**config.mk**
```make
export PLATFORM = sky130hd
export DESIGN_NAME = rc_pulse_width_capture
export DESIGN_NICKNAME = d
export VERILOG_FILES = /design/src/hw/rtl/rpwc_pkg.sv /design/src/hw/rtl/rpwc_ctrl.sv /design/src/hw/rtl/rpwc_datapath.sv /design/src/hw/rtl/rc_pulse_width_capture.sv
export SDC_FILE = /design/constraint.sdc
export NUM_CORES = 2
export LEC_CHECK = 0
export ABC_AREA = 1
export BUFFER_PORTS_ARGS = -buffer_cell sky130_fd_sc_hd__buf_2
export CAP_MARGIN = 20
export CORE_MARGIN = 2
export CORE_UTILIZATION = 60
export CTS_CLUSTER_DIAMETER = 150
export DETAILED_ROUTE_END_ITERATION = 16
export GPL_TIMING_DRIVEN = 0
export PLACE_DENSITY = 0.77
export SLEW_MARGIN = 20
export SYNTH_ARGS = -nofsm -noshare
export SYNTH_HDL_FRONTEND = slang
export SYNTH_SLANG_ARGS = --single-unit
export TNS_END_PERCENT = 10
```
**constraint.sdc**
```tcl
create_clock -name clk_i -period 9.73 [get_ports clk_i]
set_input_delay 0.973 -clock clk_i [delete_from_list [all_inputs] [get_ports clk_i]]
set_output_delay 0.973 -clock clk_i [all_outputs]
set_load 0.02 [all_outputs]
```
**src/hw/rtl/rpwc_pkg.sv**
```systemverilog
package rpwc_pkg;

  localparam int unsigned CH_W       = 3;
  localparam int unsigned TS_W       = 32;
  localparam int unsigned WIDTH_W    = 16;
  localparam int unsigned OFS_W      = 11;
  localparam int unsigned SCALED_W   = 20;
  localparam int unsigned ANGLE_W    = 7;
  localparam int unsigned CFG_IDX_W  = 4;
  localparam int unsigned CFG_DATA_W = 16;

  localparam logic [CFG_IDX_W-1:0] CFG_PURPOSE_MAP = CFG_IDX_W'(0);
  localparam logic [CFG_IDX_W-1:0] CFG_MAX_ANGLE   = CFG_IDX_W'(1);

  localparam logic REQ_EDGE = 1'b0;
  localparam logic REQ_READ = 1'b1;

  // Pulse width limits in ticks
  localparam logic [WIDTH_W-1:0] WIDTH_MIN   = WIDTH_W'(999);
  localparam logic [WIDTH_W-1:0] WIDTH_BASE  = WIDTH_W'(1000);
  localparam logic [WIDTH_W-1:0] OFS_MAX     = WIDTH_W'(1100);
  localparam logic [OFS_W-1:0]   SW_LOW      = OFS_W'(250);
  localparam logic [OFS_W-1:0]   SW_HIGH     = OFS_W'(750);
  localparam logic [OFS_W:0]     ANGLE_MID   = (OFS_W + 1)'(500);
  localparam logic [16:0]        DEADBAND    = 17'd1000;
  localparam logic [6:0]         DIV_CONST   = 7'd125;
  // floor(2^30 / 125), reciprocal used for the divide by 125
  localparam logic [23:0]        RECIP_125   = 24'd8589934;
  localparam int unsigned        RECIP_SHIFT = 30;

  localparam logic [WIDTH_W-1:0] WIDTH_RESET = '1;
  localparam logic [ANGLE_W-1:0] ANGLE_RESET = ANGLE_W'(30);

  typedef enum logic [1:0] {
    PURP_KNOB    = 2'd0,
    PURP_SWITCH  = 2'd1,
    PURP_ANGLE   = 2'd2,
    PURP_INVALID = 2'd3
  } purpose_e;

  typedef enum logic [2:0] {
    ST_IDLE,
    ST_LOAD,
    ST_MUL,
    ST_RECIP,
    ST_FIX,
    ST_OUT
  } state_e;

  typedef struct packed {
    logic edge_en;
    logic start;
    logic load;
    logic mul;
    logic recip;
    logic fix;
    logic advance;
  } cmd_t;

  typedef struct packed {
    logic last_ch;
  } sts_t;

endpackage

```
**src/hw/rtl/rpwc_ctrl.sv**
```systemverilog
module rpwc_ctrl (
  input  logic          clk_i,
  input  logic          rst_ni,
  input  logic          in_valid_i,
  output logic          in_stall_o,
  input  logic          req_type_i,
  output logic          out_valid_o,
  input  logic          out_stall_i,
  output rpwc_pkg::cmd_t cmd_o,
  input  rpwc_pkg::sts_t sts_i
);

  rpwc_pkg::state_e state_q, state_d;

  always_ff @(posedge clk_i or negedge rst_ni) begin
    if (!rst_ni) begin
      state_q <= rpwc_pkg::ST_IDLE;
    end else begin
      state_q <= state_d;
    end
  end

  always_comb begin
    state_d     = state_q;
    cmd_o       = '0;
    in_stall_o  = 1'b1;
    out_valid_o = 1'b0;
    unique case (state_q)
      rpwc_pkg::ST_IDLE: begin
        in_stall_o = 1'b0;
        if (in_valid_i) begin
          if (req_type_i == rpwc_pkg::REQ_READ) begin
            cmd_o.start = 1'b1;
            state_d     = rpwc_pkg::ST_LOAD;
          end else begin
            cmd_o.edge_en = 1'b1;
          end
        end
      end
      rpwc_pkg::ST_LOAD: begin
        cmd_o.load = 1'b1;
        state_d    = rpwc_pkg::ST_MUL;
      end
      rpwc_pkg::ST_MUL: begin
        cmd_o.mul = 1'b1;
        state_d   = rpwc_pkg::ST_RECIP;
      end
      rpwc_pkg::ST_RECIP: begin
        cmd_o.recip = 1'b1;
        state_d     = rpwc_pkg::ST_FIX;
      end
      rpwc_pkg::ST_FIX: begin
        cmd_o.fix = 1'b1;
        state_d   = rpwc_pkg::ST_OUT;
      end
      rpwc_pkg::ST_OUT: begin
        out_valid_o = 1'b1;
        if (!out_stall_i) begin
          if (sts_i.last_ch) begin
            state_d = rpwc_pkg::ST_IDLE;
          end else begin
            cmd_o.advance = 1'b1;
            state_d       = rpwc_pkg::ST_LOAD;
          end
        end
      end
      default: state_d = rpwc_pkg::ST_IDLE;
    endcase
  end

endmodule

```
**src/hw/rtl/rpwc_datapath.sv**
```systemverilog
module rpwc_datapath #(
  parameter int unsigned NUM_CHANNELS = 6
) (
  input  logic                                clk_i,
  input  logic                                rst_ni,
  input  rpwc_pkg::cmd_t                      cmd_i,
  output rpwc_pkg::sts_t                      sts_o,
  input  logic                                cfg_we_i,
  input  logic [rpwc_pkg::CFG_IDX_W-1:0]      cfg_index_i,
  input  logic [rpwc_pkg::CFG_DATA_W-1:0]     cfg_data_i,
  input  logic [rpwc_pkg::CH_W-1:0]           channel_i,
  input  logic                                level_i,
  input  logic [rpwc_pkg::TS_W-1:0]           timestamp_i,
  output logic [rpwc_pkg::CH_W-1:0]           out_channel_o,
  output logic [rpwc_pkg::OFS_W-1:0]          offset_width_o,
  output logic signed [rpwc_pkg::SCALED_W-1:0] scaled_q8_o,
  output logic                                range_error_o,
  output logic                                purpose_error_o,
  output logic                                last_o
);

  localparam int unsigned IDX_W = (NUM_CHANNELS > 1) ? $clog2(NUM_CHANNELS) : 1;
  localparam logic [rpwc_pkg::CH_W:0] NUM_CH = (rpwc_pkg::CH_W + 1)'(NUM_CHANNELS);
  localparam logic [rpwc_pkg::CH_W-1:0] LAST_CH = rpwc_pkg::CH_W'(NUM_CHANNELS - 1);

  // Configuration registers
  logic [rpwc_pkg::CFG_DATA_W-1:0] purpose_map_q;
  logic [rpwc_pkg::ANGLE_W-1:0]    full_scale_q;

  always_ff @(posedge clk_i or negedge rst_ni) begin
    if (!rst_ni) begin
      purpose_map_q <= '0;
      full_scale_q  <= rpwc_pkg::ANGLE_RESET;
    end else if (cfg_we_i) begin
      unique case (cfg_index_i)
        rpwc_pkg::CFG_PURPOSE_MAP: purpose_map_q <= cfg_data_i;
        rpwc_pkg::CFG_MAX_ANGLE:   full_scale_q  <= cfg_data_i[rpwc_pkg::ANGLE_W-1:0];
        default: ;
      endcase
    end
  end

  // Per-channel capture state
  logic [rpwc_pkg::TS_W-1:0]    rise_q  [NUM_CHANNELS];
  logic [rpwc_pkg::WIDTH_W-1:0] width_q [NUM_CHANNELS];
  logic                         ch_ok;
  logic [rpwc_pkg::TS_W-1:0]    edge_w;
  logic [rpwc_pkg::WIDTH_W-1:0] edge_sat;

  assign ch_ok    = {1'b0, channel_i} < NUM_CH;
  assign edge_w   = timestamp_i - rise_q[channel_i[IDX_W-1:0]];
  assign edge_sat = (|edge_w[rpwc_pkg::TS_W-1:rpwc_pkg::WIDTH_W]) ?
                    rpwc_pkg::WIDTH_RESET : edge_w[rpwc_pkg::WIDTH_W-1:0];

  always_ff @(posedge clk_i or negedge rst_ni) begin
    if (!rst_ni) begin
      for (int i = 0; i < NUM_CHANNELS; i++) begin
        rise_q[i]  <= '0;
        width_q[i] <= rpwc_pkg::WIDTH_RESET;
      end
    end else if (cmd_i.edge_en && ch_ok) begin
      if (level_i) begin
        rise_q[channel_i[IDX_W-1:0]] <= timestamp_i;
      end else begin
        width_q[channel_i[IDX_W-1:0]] <= edge_sat;
      end
    end
  end

  // Read walk counter
  logic [rpwc_pkg::CH_W-1:0] idx_q;

  always_ff @(posedge clk_i or negedge rst_ni) begin
    if (!rst_ni) begin
      idx_q <= '0;
    end else if (cmd_i.start) begin
      idx_q <= '0;
    end else if (cmd_i.advance) begin
      idx_q <= idx_q + 1'b1;
    end
  end

  assign sts_o.last_ch = (idx_q == LAST_CH);

  // Load: offset, range check, purpose
  logic [rpwc_pkg::WIDTH_W-1:0] ld_w;
  logic [rpwc_pkg::WIDTH_W-1:0] ld_ofs;
  logic                         ld_rerr;
  logic [rpwc_pkg::OFS_W-1:0]   ofs_q;
  logic                         rerr_q;
  logic [1:0]                   purpose_q;

  assign ld_w    = width_q[idx_q[IDX_W-1:0]];
  assign ld_ofs  = (ld_w <= rpwc_pkg::WIDTH_MIN) ? '0 : (ld_w - rpwc_pkg::WIDTH_BASE);
  assign ld_rerr = ld_ofs > rpwc_pkg::OFS_MAX;

  always_ff @(posedge clk_i) begin
    if (cmd_i.load) begin
      ofs_q     <= ld_rerr ? '0 : ld_ofs[rpwc_pkg::OFS_W-1:0];
      rerr_q    <= ld_rerr;
      purpose_q <= purpose_map_q[{idx_q, 1'b0} +: 2];
    end
  end

  // Angle: p = full-scale angle * (ofs - 500)
  logic signed [rpwc_pkg::OFS_W:0]  dev;
  logic signed [rpwc_pkg::OFS_W+8:0] p_d;
  logic signed [rpwc_pkg::OFS_W+8:0] p_q;

  assign dev = $signed({1'b0, ofs_q}) - $signed(rpwc_pkg::ANGLE_MID);
  assign p_d = dev * $signed({1'b0, full_scale_q});

  always_ff @(posedge clk_i) begin
    if (cmd_i.mul) begin
      p_q <= p_d;
    end
  end

  // Round(64*|p|/125) = floor((64*|p| + 62) / 125), via reciprocal
  logic [16:0] mag;
  logic [22:0] y_d;
  logic [46:0] prod;
  logic [22:0] y_q;
  logic [15:0] est_q;
  logic        neg_q;
  logic        dead_q;

  assign mag  = p_q[rpwc_pkg::OFS_W+8] ? 17'(-p_q) : 17'(p_q);
  assign y_d  = {mag, 6'd0} + 23'd62;
  assign prod = y_d * rpwc_pkg::RECIP_125;

  always_ff @(posedge clk_i) begin
    if (cmd_i.recip) begin
      y_q    <= y_d;
      est_q  <= prod[rpwc_pkg::RECIP_SHIFT +: 16];
      neg_q  <= p_q[rpwc_pkg::OFS_W+8];
      dead_q <= mag < rpwc_pkg::DEADBAND;
    end
  end

  // Fix: estimate is low by at most one
  logic [22:0] rem;
  logic [16:0] quo;
  logic signed [rpwc_pkg::SCALED_W-1:0] angle_val;
  logic signed [rpwc_pkg::SCALED_W-1:0] scaled_d;

  assign rem       = y_q - (23'(est_q) * 23'(rpwc_pkg::DIV_CONST));
  assign quo       = (rem >= 23'(rpwc_pkg::DIV_CONST)) ? ({1'b0, est_q} + 17'd1) : {1'b0, est_q};
  assign angle_val = dead_q ? '0 :
                     (neg_q ? -$signed(rpwc_pkg::SCALED_W'(quo))
                            :  $signed(rpwc_pkg::SCALED_W'(quo)));

  always_comb begin
    unique case (rpwc_pkg::purpose_e'(purpose_q))
      rpwc_pkg::PURP_KNOB:   scaled_d = $signed(rpwc_pkg::SCALED_W'({ofs_q, 8'd0}));
      rpwc_pkg::PURP_SWITCH: begin
        if (ofs_q > rpwc_pkg::SW_HIGH) begin
          scaled_d = rpwc_pkg::SCALED_W'(768);
        end else if (ofs_q > rpwc_pkg::SW_LOW) begin
          scaled_d = rpwc_pkg::SCALED_W'(512);
        end else begin
          scaled_d = rpwc_pkg::SCALED_W'(256);
        end
      end
      rpwc_pkg::PURP_ANGLE:  scaled_d = angle_val;
      default:               scaled_d = '0;
    endcase
  end

  always_ff @(posedge clk_i) begin
    if (cmd_i.fix) begin
      out_channel_o   <= idx_q;
      offset_width_o  <= ofs_q;
      scaled_q8_o     <= scaled_d;
      range_error_o   <= rerr_q;
      purpose_error_o <= (purpose_q == rpwc_pkg::PURP_INVALID);
      last_o          <= (idx_q == LAST_CH);
    end
  end

endmodule

```
**src/hw/rtl/rc_pulse_width_capture.sv**
```systemverilog
// Multi-channel RC pulse width capture.
//
// Input channel (in_valid_i / in_stall_o): one transfer is either an edge
// event (req_type_i = 0) or a read request (req_type_i = 1). An edge event
// is absorbed in the cycle of its transfer and gives no result; a rising
// level stores the channel's timestamp, a falling level stores the width.
// Edges on channels at or above NUM_CHANNELS are dropped.
// A read request emits NUM_CHANNELS results on the output channel
// (out_valid_o / out_stall_i), channel 0 first, last_o set on the final one.
// Each result passes through load, multiply by the full-scale angle,
// reciprocal multiply (the angle path's divide by 125), rounding fix and
// present, in that order; in_stall_o stays high until the last result
// transfers. An output stall holds the current result and the walk.
// Configuration (cfg_valid_i / cfg_ready_o) is always ready: index 0 writes
// purpose_map, index 1 the full-scale angle, other indexes are dropped.
// After reset all rise times are zero, all widths read as range errors,
// purpose_map is 0 and the full-scale angle is 30.
module rc_pulse_width_capture #(
  parameter int unsigned NUM_CHANNELS = 6
) (
  input  logic                                 clk_i,
  input  logic                                 rst_ni,
  // Configuration port
  input  logic                                 cfg_valid_i,
  output logic                                 cfg_ready_o,
  input  logic [rpwc_pkg::CFG_IDX_W-1:0]       cfg_index_i,
  input  logic [rpwc_pkg::CFG_DATA_W-1:0]      cfg_data_i,
  // Request channel
  input  logic                                 in_valid_i,
  output logic                                 in_stall_o,
  input  logic                                 req_type_i,
  input  logic [rpwc_pkg::CH_W-1:0]            channel_i,
  input  logic                                 level_i,
  input  logic [rpwc_pkg::TS_W-1:0]            timestamp_i,
  // Result channel
  output logic                                 out_valid_o,
  input  logic                                 out_stall_i,
  output logic [rpwc_pkg::CH_W-1:0]            out_channel_o,
  output logic [rpwc_pkg::OFS_W-1:0]           offset_width_o,
  output logic signed [rpwc_pkg::SCALED_W-1:0] scaled_q8_o,
  output logic                                 range_error_o,
  output logic                                 purpose_error_o,
  output logic                                 last_o
);

  rpwc_pkg::cmd_t cmd;
  rpwc_pkg::sts_t sts;

  // Registers take a write in any cycle; software writes only while idle.
  assign cfg_ready_o = 1'b1;

  rpwc_ctrl u_ctrl (
    .clk_i       (clk_i),
    .rst_ni      (rst_ni),
    .in_valid_i  (in_valid_i),
    .in_stall_o  (in_stall_o),
    .req_type_i  (req_type_i),
    .out_valid_o (out_valid_o),
    .out_stall_i (out_stall_i),
    .cmd_o       (cmd),
    .sts_i       (sts)
  );

  rpwc_datapath #(
    .NUM_CHANNELS (NUM_CHANNELS)
  ) u_datapath (
    .clk_i           (clk_i),
    .rst_ni          (rst_ni),
    .cmd_i           (cmd),
    .sts_o           (sts),
    .cfg_we_i        (cfg_valid_i & cfg_ready_o),
    .cfg_index_i     (cfg_index_i),
    .cfg_data_i      (cfg_data_i),
    .channel_i       (channel_i),
    .level_i         (level_i),
    .timestamp_i     (timestamp_i),
    .out_channel_o   (out_channel_o),
    .offset_width_o  (offset_width_o),
    .scaled_q8_o     (scaled_q8_o),
    .range_error_o   (range_error_o),
    .purpose_error_o (purpose_error_o),
    .last_o          (last_o)
  );

endmodule

```
### Word-level counts from Yosys, hierarchy flattened

Cells that the tools add are included.

* register bits after elaboration: 429
* input bits: 62
* output and inout port bits: 40
* word-level logic and storage cells: 122

* $add $sub $neg: 9
* multiply operators: 3
* order comparisons: 10
* equal/unequal tests: 13
* shift operators: 1
* muxes and demuxes: 41
* bitwise operators: 3
* reductions and logical operators: 12

Operators with widths (number)
* bitwise mux 192 bit: 1
* binary-select mux 32 bit (select 3 bit): 1
* bitwise mux 96 bit: 1
* demux 32 bit (select 3 bit): 1
* two-way mux 32 bit: 3
* two-way mux 16 bit: 5
* two-way mux 20 bit: 3
* one-hot mux 20 bit (3 select lines): 1
* binary-select mux 16 bit (select 3 bit): 1
* demux 16 bit (select 3 bit): 1
* multiplier 23 x 23 -> 45 bit (second input constant): 1
* two-way mux 17 bit: 2
* subtractor 32 bit: 1
* adder 23 x 6 -> 23 bit (second input constant): 1
* >= comparator 23 x 7 -> 1 bit (second input constant): 1
* multiplier 16 x 7 -> 23 bit (second input constant): 1
* subtractor 23 bit: 1
* multiplier 12 x 8 -> 20 bit: 1
* negator 17 -> 20 bit: 1
* one-hot mux 3 bit (6 select lines): 1
* adder 16 x 1 -> 17 bit (second input constant): 1
* < comparator 17 x 10 -> 1 bit (second input constant): 1
* negator 17 bit: 1
* > comparator 16 x 11 -> 1 bit (second input constant): 1
* other kinds (31): 59

### Longest topological paths before layout

* depth after elaboration: 8
* gate-level depth with buffers: 39
* depth with buffers taken out: 39

### Hierarchy

From an unflattened synthesis, not the netlist that was laid out.

* cell total of the unflattened synthesis: 4159
* area total of the unflattened synthesis: 35368.9 um2

By module, submodules not included
* rpwc_datapath: times used 1, cells an instance 4125, area each 35131.2 um2
* rpwc_ctrl: times used 1, cells an instance 32, area each 226.5 um2
* rc_pulse_width_capture: times used 1, cells an instance 2, area each 11.3 um2

### Worst setup path after synthesis

No wires, ideal clock.

* path kind: register to register
* start: reg u_datapath.p_q[0] (netlist name)
* end: reg u_datapath.est_q[12] (data pin)
* library setup time: 0.265 ns
* arrival time: 7.910 ns
* required time: 9.465 ns
* setup slack: 1.555 ns
* cell stages (with the launch flop): 39
* period minus slack after synthesis: 8.175 ns
* cells stage by stage: edfxtp_1 -> inv_1 -> ha_1 -> inv_1 -> nor2_1 -> inv_1 -> nor2_1 -> inv_1 -> nor3_1 -> inv_1 -> nor4_1 -> a31oi_1 -> xnor2_1 -> inv_1 -> ha_1 -> inv_1 -> fa_1 -> inv_1 -> [3 not listed] -> inv_1 -> fa_1 -> inv_1 -> fa_1 -> inv_1 -> fa_1 -> ha_1 -> a21oi_1 -> o21ai_0 -> a21oi_1 -> nand3_1 -> nand2_1 -> nand2_1 -> a21boi_0 -> o21ai_0 -> a21boi_0 -> o21ai_0 -> xor2_1

* cells in the longest elaborated chain, start to end: 4

RTL lines
* from (decl): RTL line rpwc_datapath.sv:108 `logic signed [rpwc_pkg::OFS_W+8:0] p_q;`
* from (signal assigned): RTL line rpwc_datapath.sv:115 `p_q <= p_d;`
* negator 17 bit: RTL line rpwc_datapath.sv:128 `assign mag = p_q[rpwc_pkg::OFS_W+8] ? 17'(-p_q) : 17'(p_q);`
* two-way mux 17 bit: RTL line rpwc_datapath.sv:128
* via u_datapath.mag[14]: RTL line rpwc_datapath.sv:120 `logic [16:0] mag;`
* adder 23 x 6 -> 23 bit: RTL line rpwc_datapath.sv:129 `assign y_d = {mag, 6'd0} + 23'd62;`
* multiplier 23 x 23 -> 45 bit: RTL line rpwc_datapath.sv:130 `assign prod = y_d * rpwc_pkg::RECIP_125;`
* via u_datapath.prod[42]: RTL line rpwc_datapath.sv:122 `logic [46:0] prod;`
* to (signal assigned): RTL line rpwc_datapath.sv:135 `est_q <= prod[rpwc_pkg::RECIP_SHIFT +: 16];`
* to (decl): RTL line rpwc_datapath.sv:124 `logic [15:0] est_q;`

The timed path passes the listed nets, and every way through them passes these cells.
A chain may end at the register's enable or synchronous reset.

### Worst setup path after layout

* start: reg u_datapath.p_q[0] (netlist name)
* end: reg u_datapath.est_q[14] (data pin)

The elaborated chain is that of the path after synthesis.

==> results.md <==
- Vias: approximately 29000
- Dpl hpwl: slightly below 70000 um
- GRT Util Overall: 0.3054
- Final net count: approximately 5000
- Synth area leader: dfrtp_1
- CTS clk-pin slew, worst paths: approximately 0.06 ns
- R2R Path End: u_datapath.est_q[14]$_DFFE_PP_
- Final GP Congestion: approximately 0.94
- Input/output buffers: 100
- Number of global-route vias before repair: between 20000 and 30000
- Initial core utilization: 0.6029
- CTS Sinks: 421
- Max incr delay on CP: 0.62 ns
- Met3 usage: 0.04591
- CORE AREA: 58690 um^2
- Crit path DAT: between 9 and 10 ns
- Global routing's busiest layer: met2
- Main area contributors after synthesis: dfrtp_1, fa_1, ha_1, nand2_1, inv_1
- Final setup vio count: 0
- CP most frequent cell: inv_1
- Mapped Area: ~35000 um^2
- HP Class: in -> async
- Fraction of layout cells with a size suffix above 1: 0.09126
- H-Tree Depth: 2
- Average wire per standard cell: approximately 18 um
- Largest net degree at the start of global routing: 102
- Instance count on the critical path: 32
- Worst EP required: around 10 ns
- Worst setup SP type: register
- R2r setup slk: 0.52 ns
- Fmax: 108.6 MHz
- Async SR Flop Fraction: 0.7530
- Syn_area_per_cell: between 8 and 9 um^2
- Setup WS pre-CTS: -0.7070 ns
- Crit path kind: reg -> reg
- Root buffer cell: clkbuf_16
- Outcome: completed
- Layout area overhead: 9.286%
- Seq/Total Area, Yosys: 0.3160
- Full die area: 60930 um^2
- Number of synthesized flops with an enable pin: 104
- Buffers plus inverters on the worst setup path: 6
- Clock buffer depth: 3
- Number of nets with antenna violations after routing: 0
- CTS tree: yes
- Worst reg-to-reg path cell count: 32
- First-pass GRT wire length: roughly 150000 um
- Synth cell types: between 60 and 70
- Total CTS buffers: between 40 and 50
- M1 GR Usage: 0.3924
- Mapped Nets: roughly 5000
- Synth top area share: 0.1535
- Worst slew margin: 0.2427
- Clock skew: between 0.03 and 0.04 ns
- R2r startpoint: u_datapath.p_q[0]$_DFFE_PP_
- Skew-Pair Late Insertion Delay: 0.61 ns
- CP max stage cell: xnor2_2
- Crit path time final: 9.208 ns
- Slew Viols, Final: 0
- Min Hold Slack: roughly 0.35 ns
- Num ports: 102
- RSZ-0062 raised after global routing: false
- Worst-margin pin slew: roughly 1.1 ns
- Drt total wl: ~91000 um
- Via/cell ratio: 5.564
- Setup crit start: u_datapath.p_q[0]$_DFFE_PP_
- Crit path to: u_datapath.est_q[14]$_DFFE_PP_
- Cell family with the largest share of critical-path delay: adder cells
- DRT Pass-1 Iters: 6
- Max FO, Critical Path: 6
- Yosys warnings: 0
- Die width: 246.8 um
- FF+latch count, synth: around 420
- PnR worst setup slack: 0.5222 ns
- Maxcap violations: 0
- Die Ht: approximately 250 um
- Initial antenna violation count: 4
- Iter 0 DRT Violations: roughly 2400
- Post-Syn Instances: around 4200
- Synth Flop Type: dfrtp_1
- Fin crit share: 0.9463
- Met2 Use GR: 0.5180
- Placed instance count: 5063
- Grt total ovfl: 0
- Cell Rows: 89
- Worst Setup End Kind: register
- Layout Cells excl Fill: between 5000 and 6000
- Hold Violations, Final: 0
- # DRC: 0
synthesized netlist by cell type (3+ instances only):
cell and n:
nand2_1 905, inv_1 846, ha_1 366, o21ai_0 293, nor2_1 280, fa_1 262, dfrtp_1 217, a21oi_1 119
edfxtp_1 104, dfstp_2 100, nand3_1 86, o22ai_1 84, clkbuf_1 83, xor2_1 79, nor3_1 40, mux2_2 36
xnor2_1 32, nand4_1 28, a2111oi_0 24, a31oi_1 15, o21ai_1 15, nand3_4 11, o21a_1 11, buf_2 10
o21bai_1 10, a21o_1 9, clkinv_1 8, nand3b_1 8, nor4_1 8, o211ai_1 7, buf_1 6, inv_2 6
nand2_2 6, or2_2 5, a21boi_0 4, a22oi_1 4, nand3_2 4, o221ai_1 4, nor2_2 3, nor2_4 3
o2111ai_1 3, o31ai_1 3
what timing repair did:
action / CTS / global route
hold buffers: 0 / 0
setup endpoints to repair: 4 / 5
setup buffers: 1 / 3
pin swaps: 0 / 1
resized for setup: 1 / 2
endpoints found under the hold margin: 0 / 0
state kept, by name, indices dropped and copies added, names as in the netlist, 7 cells and up:
name	count
u_datapath.est_q	16
u_datapath.full_scale_q	7
u_datapath.offset_width_o	11
u_datapath.ofs_q	11
u_datapath.p_q	18
u_datapath.purpose_map_q	16
u_datapath.rise_q	192
u_datapath.scaled_q8_o	20
u_datapath.width_q	96
u_datapath.y_q	17
layout by cell type, fill, tap and decap left out, types with 24 or more instances in the layout:
master / instances
a2111oi_0: 24
nor3_1: 39
buf_2: 109
clkbuf_1: 94
xnor2_1: 29
nand4_1: 28
dfstp_2: 100
xor2_1: 70
nor2_1: 277
nand3_1: 86
clkbuf_16: 44
edfxtp_1: 104
o22ai_1: 84
o21ai_0: 291
mux2_2: 36
ha_1: 366
fa_1: 262
dfrtp_1: 217
inv_1: 845
nand2_1: 905
a21oi_1: 119
routing by layer:
metal  part of all wire  vias up
met2               0.48     1122
met1               0.40    13760
met3              0.072      253
met5                  0        -
li1                   -    13520
met4              0.043        0
worst reg2reg max path: cells and delay by family, from the launching register on:
kind / cells / cell delay [ns]
AND/OR/NAND/NOR: 7 / 1.20
buffers and inverters: 6 / 1.07
flip-flops: 1 / 0.42
AO/OA/AOI/OAI: 8 / 1.71
XOR/XNOR: 2 / 0.81
adder cells (fa/ha/maj): 9 / 3.74
stage by stage:
| step | area [um^2] | utilization | TNS (ns) |
|---|---|---|---|
| floorplan | 35380 | - | 0 |
| global placement | 36850 | 0.6279 | -1.244 |
| detailed placement | 37200 | 0.6339 | -2.141 |
| CTS | 38620 | 0.6582 | 0 |
| global route | 38670 | 0.6589 | 0 |
| finish | 38670 | 0.6589 | 0 |
how the worst min path moves through the flow:
stage / slack (ns) / cells past startpoint / to / from
finish: 0.35 / 1 / u_datapath.rise_q[30]$_DFFE_PN0P_ / rst_ni
global route: 0.41 / 1 / u_datapath.rise_q[30]$_DFFE_PN0P_ / rst_ni
CTS: 0.37 / 1 / u_datapath.rise_q[30]$_DFFE_PN0P_ / rst_ni
detailed placement: 0.41 / 0 / u_datapath.range_error_o$_DFFE_PP_ / u_datapath.rerr_q$_DFFE_PP_
global placement: 0.40 / 0 / u_datapath.range_error_o$_DFFE_PP_ / u_datapath.rerr_q$_DFFE_PP_
floorplan: 0.40 / 0 / u_datapath.range_error_o$_DFFE_PP_ / u_datapath.rerr_q$_DFFE_PP_
area by class of cell:
cell class | instances | area (um^2)
multi-input cells | 2791 | 20680
fillers | 4780 | 20020
diodes | 4 | 10.01
clock inverters | 18 | 195.2
plain buffers | 103 | 421.7
well taps | 773 | 967.2
repair buffers | 119 | 772.0
flip-flops and latches | 421 | 11180
inverters | 860 | 3232
clock buffers | 60 | 1211
cell families (layout without fill, tap and decap cells):
family,count (synthesis),after routing,share of synthesized area
other cells,1,5,0.0001060
simple gates,1396,1396,0.1647
buf+inv,963,1160,0.1032
xor+xnor,111,111,0.02748
compound gates,619,619,0.09948
mux,36,36,0.01146
fa+ha+maj,628,628,0.2777
flops,421,421,0.3160
Power is not shown: default switching activity piles up to over one toggle a cycle in this logic, so the estimate is an artifact.
